===== src/rtl/core/ibmw_pkg.sv =====
// ibmw_pkg: opcodes, result kinds, queue entry and result types for the
// inode block map walker. Used by every file in rtl/core except ibmw_if.
package ibmw_pkg;

	typedef enum logic [1:0] {
		OP_SET_DIRECT = 2'd0,
		OP_SET_ROOT   = 2'd1,
		OP_TRANSLATE  = 2'd2,
		OP_REPLY      = 2'd3
	} op_t;

	typedef enum logic [1:0] {
		KIND_MAPPED    = 2'd0,
		KIND_FETCH     = 2'd1,
		KIND_TOO_LARGE = 2'd2,
		KIND_PROTOCOL  = 2'd3
	} kind_t;

	localparam logic [3:0] EPB_MIN   = 4'd8;
	localparam logic [3:0] EPB_MAX   = 4'd14;
	localparam logic [3:0] EPB_RESET = 4'd11;

	// classified item handed from front to back
	typedef struct packed {
		op_t         op;
		logic [3:0]  slot;
		logic [31:0] ptr;
		logic        is_direct;
		logic [3:0]  didx;
		logic        too_large;
		logic [1:0]  lvl;
		logic [30:0] rem;
	} q_entry_t;

	typedef struct packed {
		kind_t       kind;
		logic [31:0] block_number;
		logic [13:0] word_index;
		logic [1:0]  level;
	} result_t;

endpackage


===== src/rtl/core/ibmw_if.sv =====
// ibmw_if: handshake channel interfaces for items, results and configuration.
// Plain valid/ready channels, no dependencies.
interface ibmw_in_if;
	logic        valid;
	logic        ready;
	logic [1:0]  opcode;
	logic [3:0]  slot;
	logic [31:0] pointer_value;
	logic [30:0] logical_block;

	modport source (output valid, opcode, slot, pointer_value, logical_block, input ready);
	modport sink (input valid, opcode, slot, pointer_value, logical_block, output ready);
endinterface

interface ibmw_out_if;
	logic        valid;
	logic        ready;
	logic [1:0]  kind;
	logic [31:0] block_number;
	logic [13:0] word_index;
	logic [1:0]  level;

	modport source (output valid, kind, block_number, word_index, level, input ready);
	modport sink (input valid, kind, block_number, word_index, level, output ready);
endinterface

interface ibmw_cfg_if;
	logic       valid;
	logic       ready;
	logic [3:0] data;

	modport source (output valid, data, input ready);
	modport sink (input valid, data, output ready);
endinterface


===== src/rtl/core/inode_block_map_walker.sv =====
// inode_block_map_walker: an accepted item is written into the queue, and the back
// registers any result; one item per cycle sustained while results.ready holds.
// The front classifies items into a two-entry queue; the back holds the map and
// walk state and registers the result. Asynchronous reset clears all pointers,
// the walk state and the queue; entries_per_block_log2 resets to 11.
// Depends on ibmw_pkg, ibmw_if, ibmw_front, ibmw_queue, ibmw_back.
module inode_block_map_walker #(
	parameter int DIRECT_SLOTS    = 12,
	parameter int INDIRECT_LEVELS = 3
) (
	input  logic       clk,
	input  logic       arst_n,
	ibmw_cfg_if.sink   cfg,
	ibmw_in_if.sink    items,
	ibmw_out_if.source results
);
	import ibmw_pkg::*;

	logic [3:0] epb_q;
	logic [3:0] epb_eff;
	logic       push_valid;
	logic       push_ready;
	q_entry_t   push_data;
	logic       pop_valid;
	logic       pop_ready;
	q_entry_t   pop_data;

	assign cfg.ready = 1'b1;

	always_ff @(posedge clk or negedge arst_n) begin
		if (!arst_n)
			epb_q <= EPB_RESET;
		else if (cfg.valid)
			epb_q <= cfg.data;
	end

	// out-of-range settings clamp to the nearest supported size
	assign epb_eff = (epb_q < EPB_MIN) ? EPB_MIN : ((epb_q > EPB_MAX) ? EPB_MAX : epb_q);

	ibmw_front #(
		.DIRECT_SLOTS(DIRECT_SLOTS),
		.INDIRECT_LEVELS(INDIRECT_LEVELS)
	) u_front (
		.items(items),
		.epb_log2(epb_eff),
		.push_valid(push_valid),
		.push_ready(push_ready),
		.push_data(push_data)
	);

	ibmw_queue u_queue (
		.clk(clk),
		.arst_n(arst_n),
		.push_valid(push_valid),
		.push_ready(push_ready),
		.push_data(push_data),
		.pop_valid(pop_valid),
		.pop_ready(pop_ready),
		.pop_data(pop_data)
	);

	ibmw_back #(
		.DIRECT_SLOTS(DIRECT_SLOTS),
		.INDIRECT_LEVELS(INDIRECT_LEVELS)
	) u_back (
		.clk(clk),
		.arst_n(arst_n),
		.epb_log2(epb_eff),
		.pop_valid(pop_valid),
		.pop_ready(pop_ready),
		.entry(pop_data),
		.results(results)
	);

endmodule


===== src/rtl/core/ibmw_front.sv =====
// ibmw_front: accepts items and classifies translates into direct, too large
// or indirect level with in-range offset. Depends on ibmw_pkg and ibmw_if.
module ibmw_front #(
	parameter int DIRECT_SLOTS    = 12,
	parameter int INDIRECT_LEVELS = 3
) (
	ibmw_in_if.sink          items,
	input  logic [3:0]       epb_log2,
	output logic             push_valid,
	input  logic             push_ready,
	output ibmw_pkg::q_entry_t push_data
);
	import ibmw_pkg::*;

	localparam int TW = 44;

	logic [TW-1:0] thr [INDIRECT_LEVELS];
	logic [30:0]   rem;
	logic [TW-1:0] rem_w;
	logic [TW-1:0] base;
	logic [TW-1:0] prev;
	logic [1:0]    lvl;
	logic          found;
	logic          is_direct;

	assign is_direct = items.logical_block < 31'(DIRECT_SLOTS);
	assign rem       = items.logical_block - 31'(DIRECT_SLOTS);
	assign rem_w     = TW'(rem);

	// cumulative capacity of levels 0..k; caps are distinct powers of two
	always_comb begin
		for (int k = 0; k < INDIRECT_LEVELS; k++) begin
			if (k == 0)
				thr[k] = TW'(1) << (6'(epb_log2) * 6'(k + 1));
			else
				thr[k] = thr[k-1] | (TW'(1) << (6'(epb_log2) * 6'(k + 1)));
		end
	end

	always_comb begin
		found = 1'b0;
		lvl   = 2'd0;
		base  = '0;
		prev  = '0;
		for (int k = 0; k < INDIRECT_LEVELS; k++) begin
			if (!found && rem_w < thr[k]) begin
				found = 1'b1;
				lvl   = 2'(k);
				base  = prev;
			end
			prev = thr[k];
		end
	end

	always_comb begin
		push_data           = '0;
		push_data.op        = op_t'(items.opcode);
		push_data.slot      = items.slot;
		push_data.ptr       = items.pointer_value;
		push_data.is_direct = is_direct;
		push_data.didx      = items.logical_block[3:0];
		push_data.too_large = !found;
		push_data.lvl       = lvl;
		push_data.rem       = 31'(rem_w - base);
	end

	assign push_valid  = items.valid;
	assign items.ready = push_ready;

endmodule


===== src/rtl/core/ibmw_queue.sv =====
// ibmw_queue: two-entry queue of classified items between front and back.
// Depends on ibmw_pkg.
module ibmw_queue (
	input  logic               clk,
	input  logic               arst_n,
	input  logic               push_valid,
	output logic               push_ready,
	input  ibmw_pkg::q_entry_t push_data,
	output logic               pop_valid,
	input  logic               pop_ready,
	output ibmw_pkg::q_entry_t pop_data
);
	import ibmw_pkg::*;

	q_entry_t    mem_q [2];
	logic        wr_q;
	logic        rd_q;
	logic [1:0]  cnt_q;
	logic        push;
	logic        pop;

	assign push_ready = cnt_q != 2'd2;
	assign pop_valid  = cnt_q != 2'd0;
	assign push       = push_valid && push_ready;
	assign pop        = pop_valid && pop_ready;
	assign pop_data   = mem_q[rd_q];

	always_ff @(posedge clk) begin
		if (push)
			mem_q[wr_q] <= push_data;
	end

	always_ff @(posedge clk or negedge arst_n) begin
		if (!arst_n) begin
			wr_q  <= 1'b0;
			rd_q  <= 1'b0;
			cnt_q <= 2'd0;
		end else begin
			if (push)
				wr_q <= !wr_q;
			if (pop)
				rd_q <= !rd_q;
			cnt_q <= cnt_q + 2'(push) - 2'(pop);
		end
	end

	a_cnt_range: assert property (@(posedge clk) disable iff (!arst_n)
		cnt_q != 2'd3) else $error("queue count out of range");
	a_push_empty: assert property (@(posedge clk) disable iff (!arst_n)
		(cnt_q == 2'd0 && push) |=> (cnt_q == 2'd1 && pop_valid))
		else $error("push into empty queue lost");
	a_ptr_match: assert property (@(posedge clk) disable iff (!arst_n)
		(cnt_q == 2'd0 || cnt_q == 2'd2) |-> (wr_q == rd_q))
		else $error("queue pointers disagree with count");

endmodule


===== src/rtl/core/ibmw_back.sv =====
// ibmw_back: holds the pointer map and walk state, carries out classified items
// and registers one result. Depends on ibmw_pkg and ibmw_if.
module ibmw_back #(
	parameter int DIRECT_SLOTS    = 12,
	parameter int INDIRECT_LEVELS = 3
) (
	input  logic               clk,
	input  logic               arst_n,
	input  logic [3:0]         epb_log2,
	input  logic               pop_valid,
	output logic               pop_ready,
	input  ibmw_pkg::q_entry_t entry,
	ibmw_out_if.source         results
);
	import ibmw_pkg::*;

	localparam int DW = (DIRECT_SLOTS > 1) ? $clog2(DIRECT_SLOTS) : 1;
	localparam int LW = (INDIRECT_LEVELS > 1) ? $clog2(INDIRECT_LEVELS) : 1;

	logic [31:0] direct_q [DIRECT_SLOTS];
	logic [31:0] roots_q  [INDIRECT_LEVELS];
	logic        pend_q;
	logic [1:0]  wlvl_q;
	logic [30:0] wrem_q;
	logic        out_valid_q;
	result_t     out_q;

	logic        fire;
	logic        emit;
	logic        do_fetch;
	logic        end_walk;
	logic        wr_direct;
	logic        wr_root;
	logic [31:0] f_blk;
	logic [30:0] f_rem;
	logic [1:0]  f_lvl;
	logic [4:0]  sh;
	logic [31:0] mask;
	logic [13:0] f_idx;
	logic [30:0] f_nrem;
	result_t     res;

	assign fire      = pop_valid && (!out_valid_q || results.ready);
	assign pop_ready = !out_valid_q || results.ready;

	always_comb begin
		emit      = 1'b0;
		do_fetch  = 1'b0;
		end_walk  = 1'b0;
		wr_direct = 1'b0;
		wr_root   = 1'b0;
		f_blk     = entry.ptr;
		f_rem     = entry.rem;
		f_lvl     = entry.lvl;
		res       = '0;
		res.kind  = KIND_MAPPED;
		case (entry.op)
			OP_SET_DIRECT: begin
				wr_direct = {1'b0, entry.slot} < 5'(DIRECT_SLOTS);
			end
			OP_SET_ROOT: begin
				wr_root = {1'b0, entry.slot} < 5'(INDIRECT_LEVELS);
			end
			OP_TRANSLATE: begin
				emit = 1'b1;
				if (pend_q) begin
					res.kind = KIND_PROTOCOL;
				end else if (entry.is_direct) begin
					res.block_number = direct_q[entry.didx[DW-1:0]];
				end else if (entry.too_large) begin
					res.kind = KIND_TOO_LARGE;
				end else if (roots_q[entry.lvl[LW-1:0]] != 32'd0) begin
					do_fetch = 1'b1;
					f_blk    = roots_q[entry.lvl[LW-1:0]];
				end
			end
			OP_REPLY: begin
				emit = 1'b1;
				if (!pend_q) begin
					res.kind = KIND_PROTOCOL;
				end else if (entry.ptr == 32'd0 || wlvl_q == 2'd0) begin
					res.block_number = entry.ptr;
					end_walk         = 1'b1;
				end else begin
					do_fetch = 1'b1;
					f_rem    = wrem_q;
					f_lvl    = wlvl_q - 2'd1;
				end
			end
			default: begin
				emit = 1'b0;
			end
		endcase
	end

	// fetch split: word index above the level's shift, remainder below it
	always_comb begin
		case (f_lvl)
			2'd0:    sh = 5'd0;
			2'd1:    sh = {1'b0, epb_log2};
			default: sh = {epb_log2, 1'b0};
		endcase
	end

	assign mask   = (32'd1 << sh) - 32'd1;
	assign f_idx  = 14'(f_rem >> sh);
	assign f_nrem = f_rem & mask[30:0];

	always_ff @(posedge clk or negedge arst_n) begin
		if (!arst_n) begin
			for (int i = 0; i < DIRECT_SLOTS; i++)
				direct_q[i] <= '0;
			for (int i = 0; i < INDIRECT_LEVELS; i++)
				roots_q[i] <= '0;
			pend_q      <= 1'b0;
			wlvl_q      <= 2'd0;
			wrem_q      <= '0;
			out_valid_q <= 1'b0;
		end else begin
			if (fire && emit)
				out_valid_q <= 1'b1;
			else if (results.ready)
				out_valid_q <= 1'b0;
			if (fire) begin
				if (wr_direct)
					direct_q[entry.slot[DW-1:0]] <= entry.ptr;
				if (wr_root)
					roots_q[entry.slot[LW-1:0]] <= entry.ptr;
				if (do_fetch) begin
					pend_q <= 1'b1;
					wlvl_q <= f_lvl;
					wrem_q <= f_nrem;
				end else if (end_walk) begin
					pend_q <= 1'b0;
					wlvl_q <= 2'd0;
					wrem_q <= '0;
				end
			end
		end
	end

	always_ff @(posedge clk) begin
		if (fire && emit) begin
			if (do_fetch)
				out_q <= '{kind: KIND_FETCH, block_number: f_blk,
					word_index: f_idx, level: f_lvl};
			else
				out_q <= res;
		end
	end

	assign results.valid        = out_valid_q;
	assign results.kind         = out_q.kind;
	assign results.block_number = out_q.block_number;
	assign results.word_index   = out_q.word_index;
	assign results.level        = out_q.level;

	a_idle_walk: assert property (@(posedge clk) disable iff (!arst_n)
		!pend_q |-> (wlvl_q == 2'd0 && wrem_q == 31'd0))
		else $error("walk state left over without a pending walk");
	a_fetch_pend: assert property (@(posedge clk) disable iff (!arst_n)
		(fire && do_fetch) |=> (pend_q && out_valid_q && results.kind == KIND_FETCH))
		else $error("fetch request without pending walk");
	a_fetch_lvl: assert property (@(posedge clk) disable iff (!arst_n)
		(fire && do_fetch) |-> (32'(f_lvl) < 32'(INDIRECT_LEVELS)))
		else $error("fetch level beyond indirect levels");

endmodule

===== src/flat_wrapper.sv =====
// flat-port wrapper written by rule: the top's interface ports become plain ports
module inode_block_map_walker_flat import ibmw_pkg::*;
#(
	parameter int DIRECT_SLOTS    = 12,
	parameter int INDIRECT_LEVELS = 3
)
  (clk, arst_n, cfg_valid, cfg_data, cfg_ready, items_valid, items_opcode, items_slot, items_pointer_value, items_logical_block, items_ready, results_valid, results_kind, results_block_number, results_word_index, results_level, results_ready);
  ibmw_cfg_if cfg_i ();
  ibmw_in_if items_i ();
  ibmw_out_if results_i ();
  input  logic clk;
  input  logic arst_n;
  input wire logic [$bits(cfg_i.valid)-1:0] cfg_valid;
  input wire logic [$bits(cfg_i.data)-1:0] cfg_data;
  output wire logic [$bits(cfg_i.ready)-1:0] cfg_ready;
  input wire logic [$bits(items_i.valid)-1:0] items_valid;
  input wire logic [$bits(items_i.opcode)-1:0] items_opcode;
  input wire logic [$bits(items_i.slot)-1:0] items_slot;
  input wire logic [$bits(items_i.pointer_value)-1:0] items_pointer_value;
  input wire logic [$bits(items_i.logical_block)-1:0] items_logical_block;
  output wire logic [$bits(items_i.ready)-1:0] items_ready;
  output wire logic [$bits(results_i.valid)-1:0] results_valid;
  output wire logic [$bits(results_i.kind)-1:0] results_kind;
  output wire logic [$bits(results_i.block_number)-1:0] results_block_number;
  output wire logic [$bits(results_i.word_index)-1:0] results_word_index;
  output wire logic [$bits(results_i.level)-1:0] results_level;
  input wire logic [$bits(results_i.ready)-1:0] results_ready;
  assign cfg_i.valid = cfg_valid;
  assign cfg_i.data = cfg_data;
  assign cfg_ready = cfg_i.ready;
  assign items_i.valid = items_valid;
  assign items_i.opcode = items_opcode;
  assign items_i.slot = items_slot;
  assign items_i.pointer_value = items_pointer_value;
  assign items_i.logical_block = items_logical_block;
  assign items_ready = items_i.ready;
  assign results_valid = results_i.valid;
  assign results_kind = results_i.kind;
  assign results_block_number = results_i.block_number;
  assign results_word_index = results_i.word_index;
  assign results_level = results_i.level;
  assign results_i.ready = results_ready;
  inode_block_map_walker #(.DIRECT_SLOTS(DIRECT_SLOTS), .INDIRECT_LEVELS(INDIRECT_LEVELS)) u_core (.clk(clk), .arst_n(arst_n), .cfg(cfg_i), .items(items_i), .results(results_i));
endmodule

===== config.mk =====
export PLATFORM = sky130hd
export DESIGN_NAME = inode_block_map_walker_flat
export DESIGN_NICKNAME = d
export VERILOG_FILES = /design/src/rtl/core/ibmw_pkg.sv /design/src/rtl/core/ibmw_if.sv /design/src/rtl/core/inode_block_map_walker.sv /design/src/rtl/core/ibmw_front.sv /design/src/rtl/core/ibmw_queue.sv /design/src/rtl/core/ibmw_back.sv /design/src/flat_wrapper.sv
export SDC_FILE = /design/constraint.sdc
export NUM_CORES = 1
export LEC_CHECK = 0
export ABC_AREA = 1
export BUFFER_PORTS_ARGS = -buffer_cell sky130_fd_sc_hd__buf_2
export CORE_MARGIN = 2
export CORE_UTILIZATION = 35
export DETAILED_ROUTE_END_ITERATION = 7
export GPL_ROUTABILITY_DRIVEN = 0
export GPL_TIMING_DRIVEN = 0
export PLACE_DENSITY = 0.48
export SYNTH_ARGS = -nofsm -noshare
export SYNTH_HDL_FRONTEND = slang
export SYNTH_SLANG_ARGS = --single-unit

===== constraint.sdc =====
create_clock -name clk -period 12.2 [get_ports clk]
set_clock_uncertainty 0.2 [all_clocks]
set_input_delay 0.61 -clock clk [delete_from_list [all_inputs] [get_ports clk]]
set_output_delay 0.61 -clock clk [all_outputs]
set_load 0.02 [all_outputs]

* Yosys cells after proc, flatten, opt, wreduce, memory -nomap -nowiden
Memory sizes are Yosys's and may differ from the RTL's.
Index checks and enable logic that the tools add are counted.
** Cells by class
- Add/subtract/negate cells :: 6
- Multiply operators :: 1
- Divide/modulo/power cells :: 0
- $lt $le $gt $ge :: 14
- Equal/unequal tests :: 5
- Shifts and indexed selects :: 5
- Multiplexer cells :: 66
- Bitwise logic cells :: 7
- Reduce and logical (&&, ||, !) cells :: 27
** Operator list (number)
- 2-to-1 mux 32 bit :: 15
- bitwise mux 384 bit :: 1
- 2-to-1 mux 31 bit :: 7
- < comparator 31 x 44 -> 1 bit :: 3
- binary-select mux 32 bit (select 4 bit) :: 1
- demux 32 bit (select 4 bit) :: 1
- bitwise mux 96 bit :: 1
- OR 44 bit :: 2
- case mux 34 bit (2 select lines) :: 1
- binary-select mux 32 bit (select 2 bit) :: 1
- demux 32 bit (select 2 bit) :: 1
- 2-to-1 mux 48 bit :: 1
- << shifter 1 x 4 -> 44 bit (first input constant) :: 1
- << shifter 1 x 5 -> 44 bit (first input constant) :: 1
- << shifter 1 x 6 -> 44 bit (first input constant) :: 1
- logical NOT 32 bit :: 1
- nonzero test 32 bit :: 1
- AND 31 bit :: 1
- < comparator 31 x 4 -> 1 bit (second input constant) :: 1
- << shifter 1 x 5 -> 31 bit (first input constant) :: 1
- >> shifter 31 x 5 -> 14 bit :: 1
- subtractor 31 x 1 -> 31 bit (second input constant) :: 1
- subtractor 31 bit :: 1
- subtractor 31 x 4 -> 31 bit (second input constant) :: 1
- 28 further kinds :: 84
** Word-level totals
- Flip-flop bits (word level) :: 573
- Latch bits :: 0
- RAM bits :: 154
- Memory bits (read-only) :: 0
- Input bits :: 78
- Output and inout port bits :: 53
- Memories kept :: 1
** Memories
- u_core.u_queue.mem_q :: words 2, width 77, read ports 1, clocked after memory_dff 0, wr ports 1, RTL line ibmw_queue.sv:15 : q_entry_t mem_q [2];

* Depth between registers and ports, before layout
- Depth in word-level cells :: 13
- Mapped depth :: 32
- Mapped depth without buffers :: 32

* Hierarchy
Synthesis repeated with hierarchy kept, for this count alone.
** Unflattened totals
- Cell total of the unflattened synthesis :: 4458
- Area, all modules :: 37773.7 um^2
** By module, submodules not included
- ibmw_back :: instances 1, cells an instance 3190, area each 27221.1 um^2, sequential area each 14388.8 um^2
- ibmw_queue :: instances 1, cells an instance 434, area each 5834.3 um^2, sequential area each 4724.5 um^2
- ibmw_front :: instances 1, cells an instance 807, area each 4524.3 um^2, sequential area each 0.0 um^2
- inode_block_map_walker :: instances 1, cells an instance 27, area each 193.9 um^2, sequential area each 103.8 um^2

* Least setup slack after synthesis
No wires, ideal clock.
- Kind :: input-to-reg
- From :: input items_logical_block[2]
- To :: memory u_core.u_queue.mem_q[0][23] in the netlist's numbering, data pin
- Arrival :: 4.927 ns
- Data required time :: 11.726 ns
- Path slack :: 6.799 ns
- Stages :: 27
- Cells stage by stage :: ha_1 nor2_1 inv_1 nor2_2 nand4_1 nor2_1 nand2_1 nor2_1 xor2_1 ha_1 a21o_1 nand3_1 nand3_1 a21oi_2 nand2_1 ha_1 nand2_1 nor2_1 o21ai_0 o211ai_1 nor2_1 o21ai_0 a21oi_1 o21ai_0 a21o_1 a21oi_1 xor2_1
** RTL lines
- start, declared :: RTL line flat_wrapper.sv:20 : input wire logic [$bits(items_i.logical_block)-1:0] items_logical_block;
- end, declared :: RTL line ibmw_queue.sv:15

==> flow_metrics.py <==
metrics = {
    "global_route": {
        "grt_overflow": 0,
        "grt_pass1_wl_um": 220000,
        "grt_pass1_vias": 32600,
        "grt_usage": 0.275,
        "antenna_found_initial": 5,
        "grt_max_degree": 110,
    },
    "power_and_ir_drop": {
        "clock_power_share": 0.213,
        "combinationalPowerShare": 0.472,
        "seq_power_share": 0.315,
        "p_per_area_nw_per_um2": 275,
        "swShare": 0.476,
        "internal_power_mw": 6.26,
        "power.ir.vdd_worst_v": 0.000130,
        "power_leakage_nw": 19.4,
        "switching_power_mw": 5.67,
        "finalPower_mw": 11.9,
    },
    "synth": {
        "synthFlopType": "dfrtp_1",
        "syn_inst": 4591,
        "ys_types": 60,
        "seq_area_frac_synth": 0.514,
        "synth_edf_count": 204,
        "yosys-top-cells-area": "dfrtp_1, edfxtp_1, nand2_1, o21ai_0, inv_1",
        "synth_top_area_frac": 0.348,
        "yosysWarnings": 0,
        "synth_seq_cells": 727,
        "postSynth.asyncResetShare": 0.719,
        "syn_area_um2": 37400,
        "synth.avg_cell_area_um2": 8.14,
        "yosys.area.top_type": "dfrtp_1",
    },
    "run_status": {
        "status": "finished clean",
    },
    "routing": {
        "vias": 33600,
        "drt.antenna.violating_nets": 0,
        "wirelength_um": 151000,
        "dr.pass1.iters": 6,
        "drc": 0,
        "drt-wirelength-per-cell_um": 23.7,
        "viasPerCell": 5.29,
        "drt_iter0_drc": 3470,
    },
    "floorplan": {
        "row_count": 119,
        "io_pins": 131,
        "die_h_um": 331,
        "die-area_um2": 109000,
        "die_w_um": 331,
        "core-area_um2": 106000,
        "initial_utilization": 0.354,
    },
    "timing": {
        "min_period_ps": 6230,
        "slew_headroom": 0.0586,
        "fmax_mhz": 160,
        "rsz0062_at_grt": "no",
        "hold_viol_final": 0,
        "setup_slack_ps": 5970,
        "fin_crit_sh": 0.511,
        "tightestPinTransition_ps": 1410,
        "drv_slew": 0,
        "finalSetupTns_ps": 0,
        "worst_hold_slack_ps": 25.1,
        "setup_viol": 0,
    },
    "critical_path": {
        "crit_arrival_ps": 6400,
        "slowest_stage": "o21ai_0",
        "cpPeakStageDelay_ps": 470,
        "cpMostUsedCell": "nand2_1",
        "critPathRequiredTime_ps": 12370,
        "endpoint_kind": "flop",
        "critPathKind": "primary input to flop",
        "crit_buf_inv": 2,
        "critPathTopFamily": "simple AND/OR/NAND/NOR gates",
        "critPathLaunchType": "primary input",
        "critPathMaxFanout": 7,
    },
    "place": {
        "place_area_um2": 40100,
        "place_inst": 6147,
        "hpwl_um": 111000,
        "dp_worst_setup_slack_ps": 5390,
        "port_buffers": 129,
    },
    "clock_tree": {
        "cts_buffer_depth": 3,
        "cts_tree": "built",
        "post-cts-setup-buffer-count": 0,
        "hold_buffers": 48,
        "post_cts_resized": 0,
        "htreeDepth": 3,
        "worst_skew_pair.late_latency_ps": 670,
        "clkTransAtPathRegs_ps": 60,
        "cts.root.buffer_cell": "clkbuf_16",
        "numClockSinks": 727,
        "numCtsBuffers": 86,
    },
    "hold_path": {
        "hold_class": "primary input to flop",
    },
    "final_layout": {
        "fin_area_um2": 43400,
        "syn2layout_area_growth_pct": 16.1,
        "drive_above_1_share": 0.0810,
        "fillCellCount": 11000,
        "final_cells": 6352,
        "nets": 5038,
        "final_util": 0.411,
    },
    "flow_run": {
        "drv_cap": 0,
    },
}
## routing by layer
| metal | vias up | GRT usage | share of wire |
|---|---|---|---|
| li1 | 15800 | - | - |
| met1 | 16400 | 0.359 | 0.42 |
| met2 | 1143 | 0.450 | 0.47 |
| met3 | 260 | 0.0456 | 0.062 |
| met4 | 4 | 0.118 | 0.047 |
| met5 | - | 0 | 0.00018 |
## power by group through the flow
stage / Sequential (mW) / Combinational [mW] / Clock, mW
2_1_floorplan: 3.83 / 3.02 / 0
3_3_place_gp: 3.82 / 5.48 / 0
3_5_place_dp: 3.79 / 5.55 / 0
4_1_cts: 3.75 / 5.58 / 2.58
5_1_grt: 3.84 / 6.09 / 2.68
6_report: 3.76 / 5.63 / 2.55
## worst paths after layout
path / start / to / slack (ps) / depth (start not counted)
setup reg to reg: u_core.epb_q[3]$_DFFE_PN1P_ / u_core.u_queue.mem_q[1][23]$_DFFE_PP_ / 6010 / 25
hold reg to reg: u_core.u_back.wrem_q[17]$_DFFE_PN0P_ / u_core.u_back.wrem_q[17]$_DFFE_PN0P_ / 280 / 2
setup / recovery: items_logical_block[2] / u_core.u_queue.mem_q[1][23]$_DFFE_PP_ / 5970 / 31
max in group asynchronous: arst_n / u_core.u_back.roots_q[95]$_DFFE_PN0P_ / 9680 / 5
hold / removal: items_valid / u_core.u_queue.wr_q$_DFFE_PN0P_ / 30 / 3
min in group asynchronous: arst_n / u_core.u_back.direct_q[298]$_DFFE_PN0P_ / 290 / 2
## synthesized netlist by cell type, drive strengths merged (5+ instances only)
| cell | instances |
|---|---|
| ha | 67 |
| a21oi | 200 |
| or2 | 22 |
| a211oi | 5 |
| nand3 | 175 |
| o21a | 6 |
| o22ai | 27 |
| nand3b | 5 |
| and3 | 5 |
| buf | 72 |
| o211ai | 23 |
| nand2 | 1261 |
| nor3 | 16 |
| dfrtp | 520 |
| o21ai | 864 |
| o311ai | 29 |
| a21o | 7 |
| a221oi | 32 |
| clkinv | 8 |
| a311oi | 6 |
| nor2 | 248 |
| nand4 | 43 |
| edfxtp | 204 |
| inv | 444 |
| xor2 | 38 |
| xnor2 | 17 |
| clkbuf | 208 |
| nor4 | 9 |
## flip-flops by register name, summed over array words and instances (netlist names)
register	flops
u_core.epb_q	4
u_core.u_back.direct_q	384
u_core.u_back.pend_q	1
u_core.u_back.results.block_number	32
u_core.u_back.results.kind	2
u_core.u_back.results.level	2
u_core.u_back.results.valid	1
u_core.u_back.results.word_index	14
u_core.u_back.roots_q	96
u_core.u_back.wlvl_q	2
u_core.u_back.wrem_q	31
u_core.u_queue.cnt_q	2
u_core.u_queue.mem_q	154
u_core.u_queue.rd_q	1
u_core.u_queue.wr_q	1
## layout make-up
class | instances | area (µm²) | area share
Inverter | 452 | 1700 | 0.0391
Timing Repair Buffer | 188 | 1400 | 0.0323
Clock inverter | 32 | 288 | 0.00664
Multi-Input combinational cell | 3157 | 15400 | 0.354
Sequential cell | 727 | 19200 | 0.443
Antenna cell | 1 | 2.50 | 0.0000577
Tap cell | 1391 | 1740 | 0.0401
Buffer | 280 | 1190 | 0.0275
Clock buffer | 124 | 2460 | 0.0567
## cell families after synthesis
kind of cell             synth area share
AND/OR/NAND/NOR                     0.195
flip-flops                          0.514
AO/OA/AOI/OAI                       0.176
other                            0.000201
adder cells (fa/ha/maj)            0.0230
XOR/XNOR                           0.0129
buffers and inverters              0.0773
multiplexers                     0.000837
## placed cells by master, fill, tap and decap left out, types with 23 or more instances in the layout
| cell type | count |
|---|---|
| nand3_1 | 171 |
| o22ai_1 | 27 |
| o21ai_0 | 811 |
| a221oi_1 | 32 |
| nand4_1 | 43 |
| o311ai_1 | 27 |
| clkbuf_16 | 88 |
| xor2_1 | 38 |
| conb_1 | 27 |
| ha_1 | 67 |
| dfrtp_1 | 520 |
| buf_2 | 171 |
| dlygate4sd3_1 | 48 |
| o21ai_1 | 41 |
| clkbuf_1 | 231 |
| a21oi_1 | 199 |
| nand2_1 | 1251 |
| edfxtp_1 | 204 |
| inv_1 | 429 |
| nor2_1 | 237 |
| o211ai_1 | 23 |
## worst reg2reg max path: stages, from the launching register on
cell and delay, ps:
dfstp_2 560, nand2_1 70, inv_1 340, nand2_1 330, nor2_1 420, inv_1 170
ha_1 310, nand2_1 40, o21ai_0 260, nand4_1 120, nand2_1 170, inv_1 90
a21oi_2 250, nand2_1 100, ha_1 360, nand2_1 90, nor2_1 180, o21ai_0 120
o211ai_1 130, nor2_1 100, o21ai_0 470, a21oi_1 230, o21ai_0 330, a21o_1 200
a21oi_1 90, xor2_1 170
Note: power is estimated with default switching activity, not from simulation.
